--- src/design/mmix_pkg.sv ---
// ============================================================================
// Motor mixer package
// Shared widths, register indexes and the structs that run between the
// configuration block, the mixing pipeline and the limiting pipeline.
// ============================================================================
package mmix_pkg;

    // Motor lanes carried by the datapath, and how many of them are in use.
    localparam int NUM_MOTORS  = 4;
    localparam int MOTOR_COUNT = 4;

    // Field widths.
    localparam int DATA_W = 16;
    localparam int CNT_W  = 16;

    // A coefficient times a command, and the sum of six such products.
    localparam int PROD_W = 2 * DATA_W;
    localparam int SUM_W  = PROD_W + 2;

    // The mixed sum is divided by 256, truncating toward zero.
    localparam int MIX_SHIFT = 8;

    // Motor value after the divide plus thrust, and after the limit shift.
    localparam int MOT_W = SUM_W - MIX_SHIFT + 2;
    localparam int SH_W  = MOT_W + 2;

    // Configuration port.
    localparam int CFG_INDEX_W = 3;
    localparam int CFG_DATA_W  = NUM_MOTORS * DATA_W;

    // Register indexes.
    localparam logic [CFG_INDEX_W-1:0] REG_ROLL_COEFS    = 3'd0;
    localparam logic [CFG_INDEX_W-1:0] REG_PITCH_COEFS   = 3'd1;
    localparam logic [CFG_INDEX_W-1:0] REG_YAW_COEFS     = 3'd2;
    localparam logic [CFG_INDEX_W-1:0] REG_TRIM_ROLL     = 3'd3;
    localparam logic [CFG_INDEX_W-1:0] REG_TRIM_PITCH    = 3'd4;
    localparam logic [CFG_INDEX_W-1:0] REG_TRIM_YAW      = 3'd5;
    localparam logic [CFG_INDEX_W-1:0] REG_MOTOR_FLOOR   = 3'd6;
    localparam logic [CFG_INDEX_W-1:0] REG_MOTOR_CEILING = 3'd7;

    // Settings used by the mixing pipeline: packed coefficients, motor 0 in
    // the low lane, and the per-motor trim terms.
    typedef struct packed {
        logic [CFG_DATA_W-1:0]       roll_coefs;
        logic [CFG_DATA_W-1:0]       pitch_coefs;
        logic [CFG_DATA_W-1:0]       yaw_coefs;
        logic [NUM_MOTORS*SUM_W-1:0] trim;
    } mix_cfg_t;

    // Settings used by the limiting pipeline.
    typedef struct packed {
        logic signed [DATA_W-1:0] motor_floor;
        logic signed [DATA_W-1:0] motor_ceiling;
    } lim_cfg_t;

    // Mixed motor values between the two pipelines, motor 0 in the low lane.
    typedef logic [NUM_MOTORS*MOT_W-1:0] motor_vec_t;

endpackage

--- src/design/mmix_limit.sv ---
// ============================================================================
// Motor mixer limiting pipeline
// Three stages: minimum and maximum search, shift into range with the
// failure count, then clamp to floor and ceiling.
// ============================================================================
module mmix_limit (
    input  logic                               clk,
    input  logic                               rst_n,
    input  mmix_pkg::lim_cfg_t                 lim_cfg,
    input  logic                               in_valid,
    output logic                               in_stall,
    input  logic                               in_on,
    input  mmix_pkg::motor_vec_t               in_motors,
    output logic                               out_valid,
    input  logic                               out_stall,
    output logic signed [mmix_pkg::DATA_W-1:0] motor_zero,
    output logic signed [mmix_pkg::DATA_W-1:0] motor_one,
    output logic signed [mmix_pkg::DATA_W-1:0] motor_two,
    output logic signed [mmix_pkg::DATA_W-1:0] motor_three,
    output logic [mmix_pkg::CNT_W-1:0]         failure_count
);

    logic                                 v4_reg;
    logic                                 v5_reg;
    logic                                 v6_reg;
    logic                                 ld4;
    logic                                 ld5;
    logic                                 ld6;
    logic signed [mmix_pkg::DATA_W-1:0]   lo;
    logic signed [mmix_pkg::DATA_W-1:0]   hi;
    logic signed [mmix_pkg::MOT_W-1:0]    motor_in [mmix_pkg::NUM_MOTORS];
    logic signed [mmix_pkg::MOT_W-1:0]    min_next;
    logic signed [mmix_pkg::MOT_W-1:0]    max_next;
    logic                                 on4_reg;
    logic                                 below4_reg;
    logic                                 above4_reg;
    logic signed [mmix_pkg::MOT_W-1:0]    min4_reg;
    logic signed [mmix_pkg::MOT_W-1:0]    max4_reg;
    logic signed [mmix_pkg::MOT_W-1:0]    motor4_reg [mmix_pkg::NUM_MOTORS];
    logic signed [mmix_pkg::SH_W-1:0]     raise;
    logic signed [mmix_pkg::SH_W-1:0]     lower;
    logic                                 fail;
    logic [mmix_pkg::CNT_W-1:0]           failure_counter_reg;
    logic [mmix_pkg::CNT_W-1:0]           failure_counter_next;
    logic                                 on5_reg;
    logic [mmix_pkg::CNT_W-1:0]           count5_reg;
    logic signed [mmix_pkg::SH_W-1:0]     motor5_reg [mmix_pkg::NUM_MOTORS];
    logic signed [mmix_pkg::DATA_W-1:0]   clamp_next [mmix_pkg::NUM_MOTORS];
    logic signed [mmix_pkg::DATA_W-1:0]   motor6_reg [mmix_pkg::NUM_MOTORS];
    logic [mmix_pkg::CNT_W-1:0]           count6_reg;

    assign lo = lim_cfg.motor_floor;
    assign hi = lim_cfg.motor_ceiling;

    // A stage loads when it is empty or its item moves on.
    assign ld6      = !v6_reg || !out_stall;
    assign ld5      = !v5_reg || ld6;
    assign ld4      = !v4_reg || ld5;
    assign in_stall = !ld4;

    // Valid bits and the failure counter.
    always_ff @(posedge clk or negedge rst_n)
    begin
        if (!rst_n)
        begin
            v4_reg              <= 1'b0;
            v5_reg              <= 1'b0;
            v6_reg              <= 1'b0;
            failure_counter_reg <= '0;
        end
        else
        begin
            if (ld4)
            begin
                v4_reg <= in_valid;
            end
            if (ld5)
            begin
                v5_reg <= v4_reg;
                if (v4_reg)
                begin
                    failure_counter_reg <= failure_counter_next;
                end
            end
            if (ld6)
            begin
                v6_reg <= v5_reg;
            end
        end
    end

    // Stage 4: smallest and largest value over the motors in use.
    always_comb
    begin
        for (int i = 0; i < mmix_pkg::NUM_MOTORS; i++)
        begin
            motor_in[i] = $signed(in_motors[i*mmix_pkg::MOT_W +: mmix_pkg::MOT_W]);
        end
        min_next = motor_in[0];
        max_next = motor_in[0];
        for (int i = 1; i < mmix_pkg::MOTOR_COUNT; i++)
        begin
            if (motor_in[i] < min_next)
            begin
                min_next = motor_in[i];
            end
            if (motor_in[i] > max_next)
            begin
                max_next = motor_in[i];
            end
        end
    end

    always_ff @(posedge clk)
    begin
        if (ld4)
        begin
            on4_reg    <= in_on;
            min4_reg   <= min_next;
            max4_reg   <= max_next;
            below4_reg <= min_next < mmix_pkg::MOT_W'(lo);
            above4_reg <= max_next > mmix_pkg::MOT_W'(hi);
            for (int i = 0; i < mmix_pkg::NUM_MOTORS; i++)
            begin
                motor4_reg[i] <= motor_in[i];
            end
        end
    end

    // Stage 5: raise by the shortfall and lower by the original excess.
    assign raise = below4_reg ? (mmix_pkg::SH_W'(lo) - mmix_pkg::SH_W'(min4_reg))
                              : '0;
    assign lower = above4_reg ? (mmix_pkg::SH_W'(max4_reg) - mmix_pkg::SH_W'(hi))
                              : '0;
    assign fail  = on4_reg && below4_reg && above4_reg;
    assign failure_counter_next = failure_counter_reg + mmix_pkg::CNT_W'(fail);

    always_ff @(posedge clk)
    begin
        if (ld5)
        begin
            on5_reg    <= on4_reg;
            count5_reg <= failure_counter_next;
            for (int i = 0; i < mmix_pkg::NUM_MOTORS; i++)
            begin
                motor5_reg[i] <= mmix_pkg::SH_W'(motor4_reg[i]) + raise - lower;
            end
        end
    end

    // Stage 6: the ceiling is tested first; motors off or unused give zero.
    always_comb
    begin
        for (int i = 0; i < mmix_pkg::NUM_MOTORS; i++)
        begin
            if (!on5_reg || (i >= mmix_pkg::MOTOR_COUNT))
            begin
                clamp_next[i] = '0;
            end
            else if (motor5_reg[i] > mmix_pkg::SH_W'(hi))
            begin
                clamp_next[i] = hi;
            end
            else if (motor5_reg[i] < mmix_pkg::SH_W'(lo))
            begin
                clamp_next[i] = lo;
            end
            else
            begin
                clamp_next[i] = motor5_reg[i][mmix_pkg::DATA_W-1:0];
            end
        end
    end

    always_ff @(posedge clk)
    begin
        if (ld6)
        begin
            count6_reg <= count5_reg;
            for (int i = 0; i < mmix_pkg::NUM_MOTORS; i++)
            begin
                motor6_reg[i] <= clamp_next[i];
            end
        end
    end

    assign out_valid     = v6_reg;
    assign motor_zero    = motor6_reg[0];
    assign motor_one     = motor6_reg[1];
    assign motor_two     = motor6_reg[2];
    assign motor_three   = motor6_reg[3];
    assign failure_count = count6_reg;

endmodule
--- config.mk ---
export PLATFORM = sky130hd
export DESIGN_NAME = mmix_limit
export DESIGN_NICKNAME = d
export VERILOG_FILES = /design/src/design/mmix_pkg.sv /design/src/design/mmix_limit.sv
export SDC_FILE = /design/constraint.sdc
export NUM_CORES = 2
export LEC_CHECK = 0
export CAP_MARGIN = 10
export CORE_AREA = 2 2 278 280
export DETAILED_ROUTE_END_ITERATION = 10
export DIE_AREA = 0 0 280 282
export DONT_BUFFER_PORTS = 1
export PLACE_DENSITY_LB_ADDON = 0.15
export SYNTH_ARGS = -nofsm -noshare
export SYNTH_HDL_FRONTEND = slang
export SYNTH_SLANG_ARGS = --single-unit
--- constraint.sdc ---
create_clock -name clk -period 8.4 [get_ports clk]
set_clock_uncertainty 0.15 [all_clocks]
set_input_delay 0.42 -clock clk [delete_from_list [all_inputs] [get_ports clk]]
set_output_delay 0.42 -clock clk [all_outputs]
set_load 0.02 [all_outputs]
==> impl_metrics.py <==
metrics = {
    "clock_network": {
        "ctsHtreeMaxLevel": 2,
        "path_clk_slew_ns": 0.06,
        "cts.sinks": 407,
        "cts_buffers": 47,
        "clk_latency_ns": 0.60,
        "cts_tree": "done",
        "cts_root_buf": "clkbuf_16",
        "cts_buffer_depth": 3,
    },
    "timing": {
        "slew_viol_final": 0,
        "finalCriticalPeriod_ns": 8.38,
        "setup_viol": 0,
        "post-route-worst-setup-slack_ns": 0.0165,
        "setup-tns-final_ns": 0,
        "hold_viol": 0,
        "max_freq_ghz": 0.119,
        "tightest_slew_ns": 1.15,
        "fin_crit_sh_pct": 99.8,
        "slew_headroom_pct": 23.0,
        "rsz0062_at_grt": "true",
    },
    "worst_setup_path": {
        "cp.depth": 48,
        "ff2ff_setup_slack_ns": 1.21,
        "r2r_end": "motor5_reg[3][28]$_DFFE_PP_",
        "r2r_start": "min4_reg[1]$_DFFE_PN_",
        "crit_path_end_kind": "flop",
        "path_class": "in -> reg",
        "crit_start": "in_motors[29]",
        "slowest_delay_ns": 0.37,
        "setup.worst_path.end": "below4_reg$_DFFE_PN_",
        "arrival_ns": 8.56,
        "critPathTopFamily": "compound AO/OA/AOI/OAI gates",
        "path_buf_inv": 4,
        "crit_top_cell": "a21o_1",
        "required_ns": 8.58,
        "slowest_stage": "o31a_1",
        "r2r_cells": 29,
        "worstPathMaxFanout": 5,
        "cp-start-kind": "primary input",
    },
    "yosys": {
        "synthXorXnorAreaFrac_pct": 3.97,
        "ys_warn_count": 0,
        "synthSimpleGateAreaFrac_pct": 12.0,
        "synth-edff-count": 388,
        "synth.largest_area_cell": "edfxtp_1",
        "ys_types": 80,
        "yosys-top-cells-area": "edfxtp_1 31%, ha_1 20%, fa_1 6.3%",
        "synthesis.area_um2": 37700,
        "synth_cells": 3824,
        "synth_top_family_by_area": "adder cells",
        "yosysSeqAreaShare_pct": 32.1,
        "synth_compound_area_share_pct": 14.2,
        "synth.area.mux_share_pct": 5.29,
        "syn-num-nets": 4694,
        "synthArstFlopShare_pct": 4.67,
        "synth_ff_type": "edfxtp_1",
        "synth_top_area_share_pct": 30.9,
        "synth_fa_ha_area_share_pct": 26.3,
        "ys_seq_elements": 407,
        "syn_avg_cell_area_um2": 9.86,
    },
    "status": {
        "status": "complete, no violations",
    },
    "place": {
        "dpl.hpwl_um": 92300,
        "pre_cts_slack_ns": -0.943,
        "gp_congestion": 0.943,
        "io_buffers": 0,
        "dpl-instance-area_um2": 41100,
    },
    "drt": {
        "drc_errors": 0,
        "ant_nets": 0,
        "wire_per_inst_um": 21.5,
        "vias": 29753,
        "viasPerCell": 5.62,
        "first_pass_iters": 5,
        "drt-total-wl_um": 114000,
        "drt_iter0_markers": 2194,
    },
    "floorplan": {
        "fp.dieH_um": 282,
        "die-width_um": 280,
        "core-area_um2": 75700,
        "initial_core_util_pct": 49.8,
        "fp.dieArea_um2": 79000,
        "io_pins": 231,
        "rows": 101,
    },
    "grt": {
        "grt_usage_pct": 28.4,
        "grt_max_degree": 111,
        "grt-ovfl-total": 0,
        "grt_pass1_vias": 29301,
        "antenna_found_initial": 1,
        "grt_pass1_wl_um": 169000,
    },
    "final_layout": {
        "drive_gt1_share_pct": 13.9,
        "area_growth_pct": 19.2,
        "largest_reg_flops": 120,
        "layout_common_cells": "587 x ha_1, 546 x inv_1, 388 x edfxtp_1",
        "layout_commonest_cell": "ha_1",
        "stdcell_area_um2": 45000,
        "nets": 5143,
    },
    "flow_run": {
        "maxCapViolations": 0,
    },
    "min_path": {
        "hold_path.class": "in -> reg",
    },
}
-- repair_timing --
| action | 4_1_cts | 5_1_grt |
|---|---|---|
| setup buffers | 4 | 22 |
| hold endpoints to repair | 200 | 0 |
| endpoints found under the setup margin | 2 | 2 |
| gates cloned | 0 | 5 |
| pin swaps | 7 | 47 |
| gates resized for setup | 14 | 129 |
| hold buffers | 132 | 0 |
-- kinds of logic after synthesis --
logic type,count (synthesis)
muxes,192
xor gates and xnor gates,171
DFF,407
buffers and inverters,612
AOI/OAI and AO/OA,823
and+or+nand+nor,898
adders and majority gates,721
-- final cells by class --
class / count / area [um^2]
Multi-Input combinational cell: 2806 / 24100
Sequential cell: 407 / 12100
Fill cell: 6495 / 30700
Tap cell: 978 / 1220
Inverter: 554 / 2090
Timing Repair Buffer: 457 / 3940
Antenna cell: 1 / 2.50
Clock buffer: 56 / 1240
Clock inverter: 31 / 297
-- worst reg2reg max path: cells and delay by family (launching register included) --
kind | cells | cell delay [ns]
AO/OA/AOI/OAI | 14 | 3.51
AND/OR/NAND/NOR | 8 | 1.39
adder cells (fa/ha/maj) | 3 | 1.10
flip-flops | 1 | 0.35
XOR/XNOR | 2 | 0.29
buffers and inverters | 2 | 0.14
-- worst min path at each step --
stage                        startpoint                                  to  slack [ns]  cells after the start
after CTS                 in_motors[89]               min4_reg[5]$_DFFE_PN_      0.0001                      2
after detailed placement          rst_n  failure_counter_reg[2]$_DFFE_PN0P_       -0.02                      0
after global routing        lim_cfg[20]      motor6_reg[3][4]$_SDFFCE_PN0P_        0.03                      2
final                       lim_cfg[20]      motor6_reg[3][4]$_SDFFCE_PN0P_        0.04                      2
after global placement            rst_n  failure_counter_reg[2]$_DFFE_PN0P_       -0.02                      0
after floorplan                   rst_n  failure_counter_reg[0]$_DFFE_PN0P_       -0.03                      0
-- stage by stage --
step	cells	utilization, %	hold slack, ns
floorplan	3824	-	-0.0256
detailed placement	5039	54.4	-0.0246
CTS	5262	58.3	0.000125
global route	5289	59.4	0.0293
global placement	5039	54.4	-0.0247
finish	5290	59.4	0.0356
-- cell usage after synthesis (all sizes together), types with 23 or more instances --
master,n
mux2i,135
nor3,54
and3,23
o21a,65
ha,603
a211oi,52
a21oi,238
nand2b,61
inv,554
nand2,207
xor2,65
edfxtp,388
fa,118
o21ai,166
and2,37
xnor2,106
mux2,57
nand3,62
or3,30
nand4,79
nor2,216
a21o,134
clkbuf,41
nor2b,75
-- routing by layer --
layer	part of all wire, %	wire, um	global-route usage, %	vias up
met5	0	0	0	-
met4	3.6	4040	9.37	0
met3	6.2	7100	3.29	166
met2	45	50700	45.2	896
met1	46	51800	40.2	14094
li1	-	-	-	14597
Power is not shown: default switching activity piles up to over one toggle a cycle in this logic, so the estimate is an artifact.
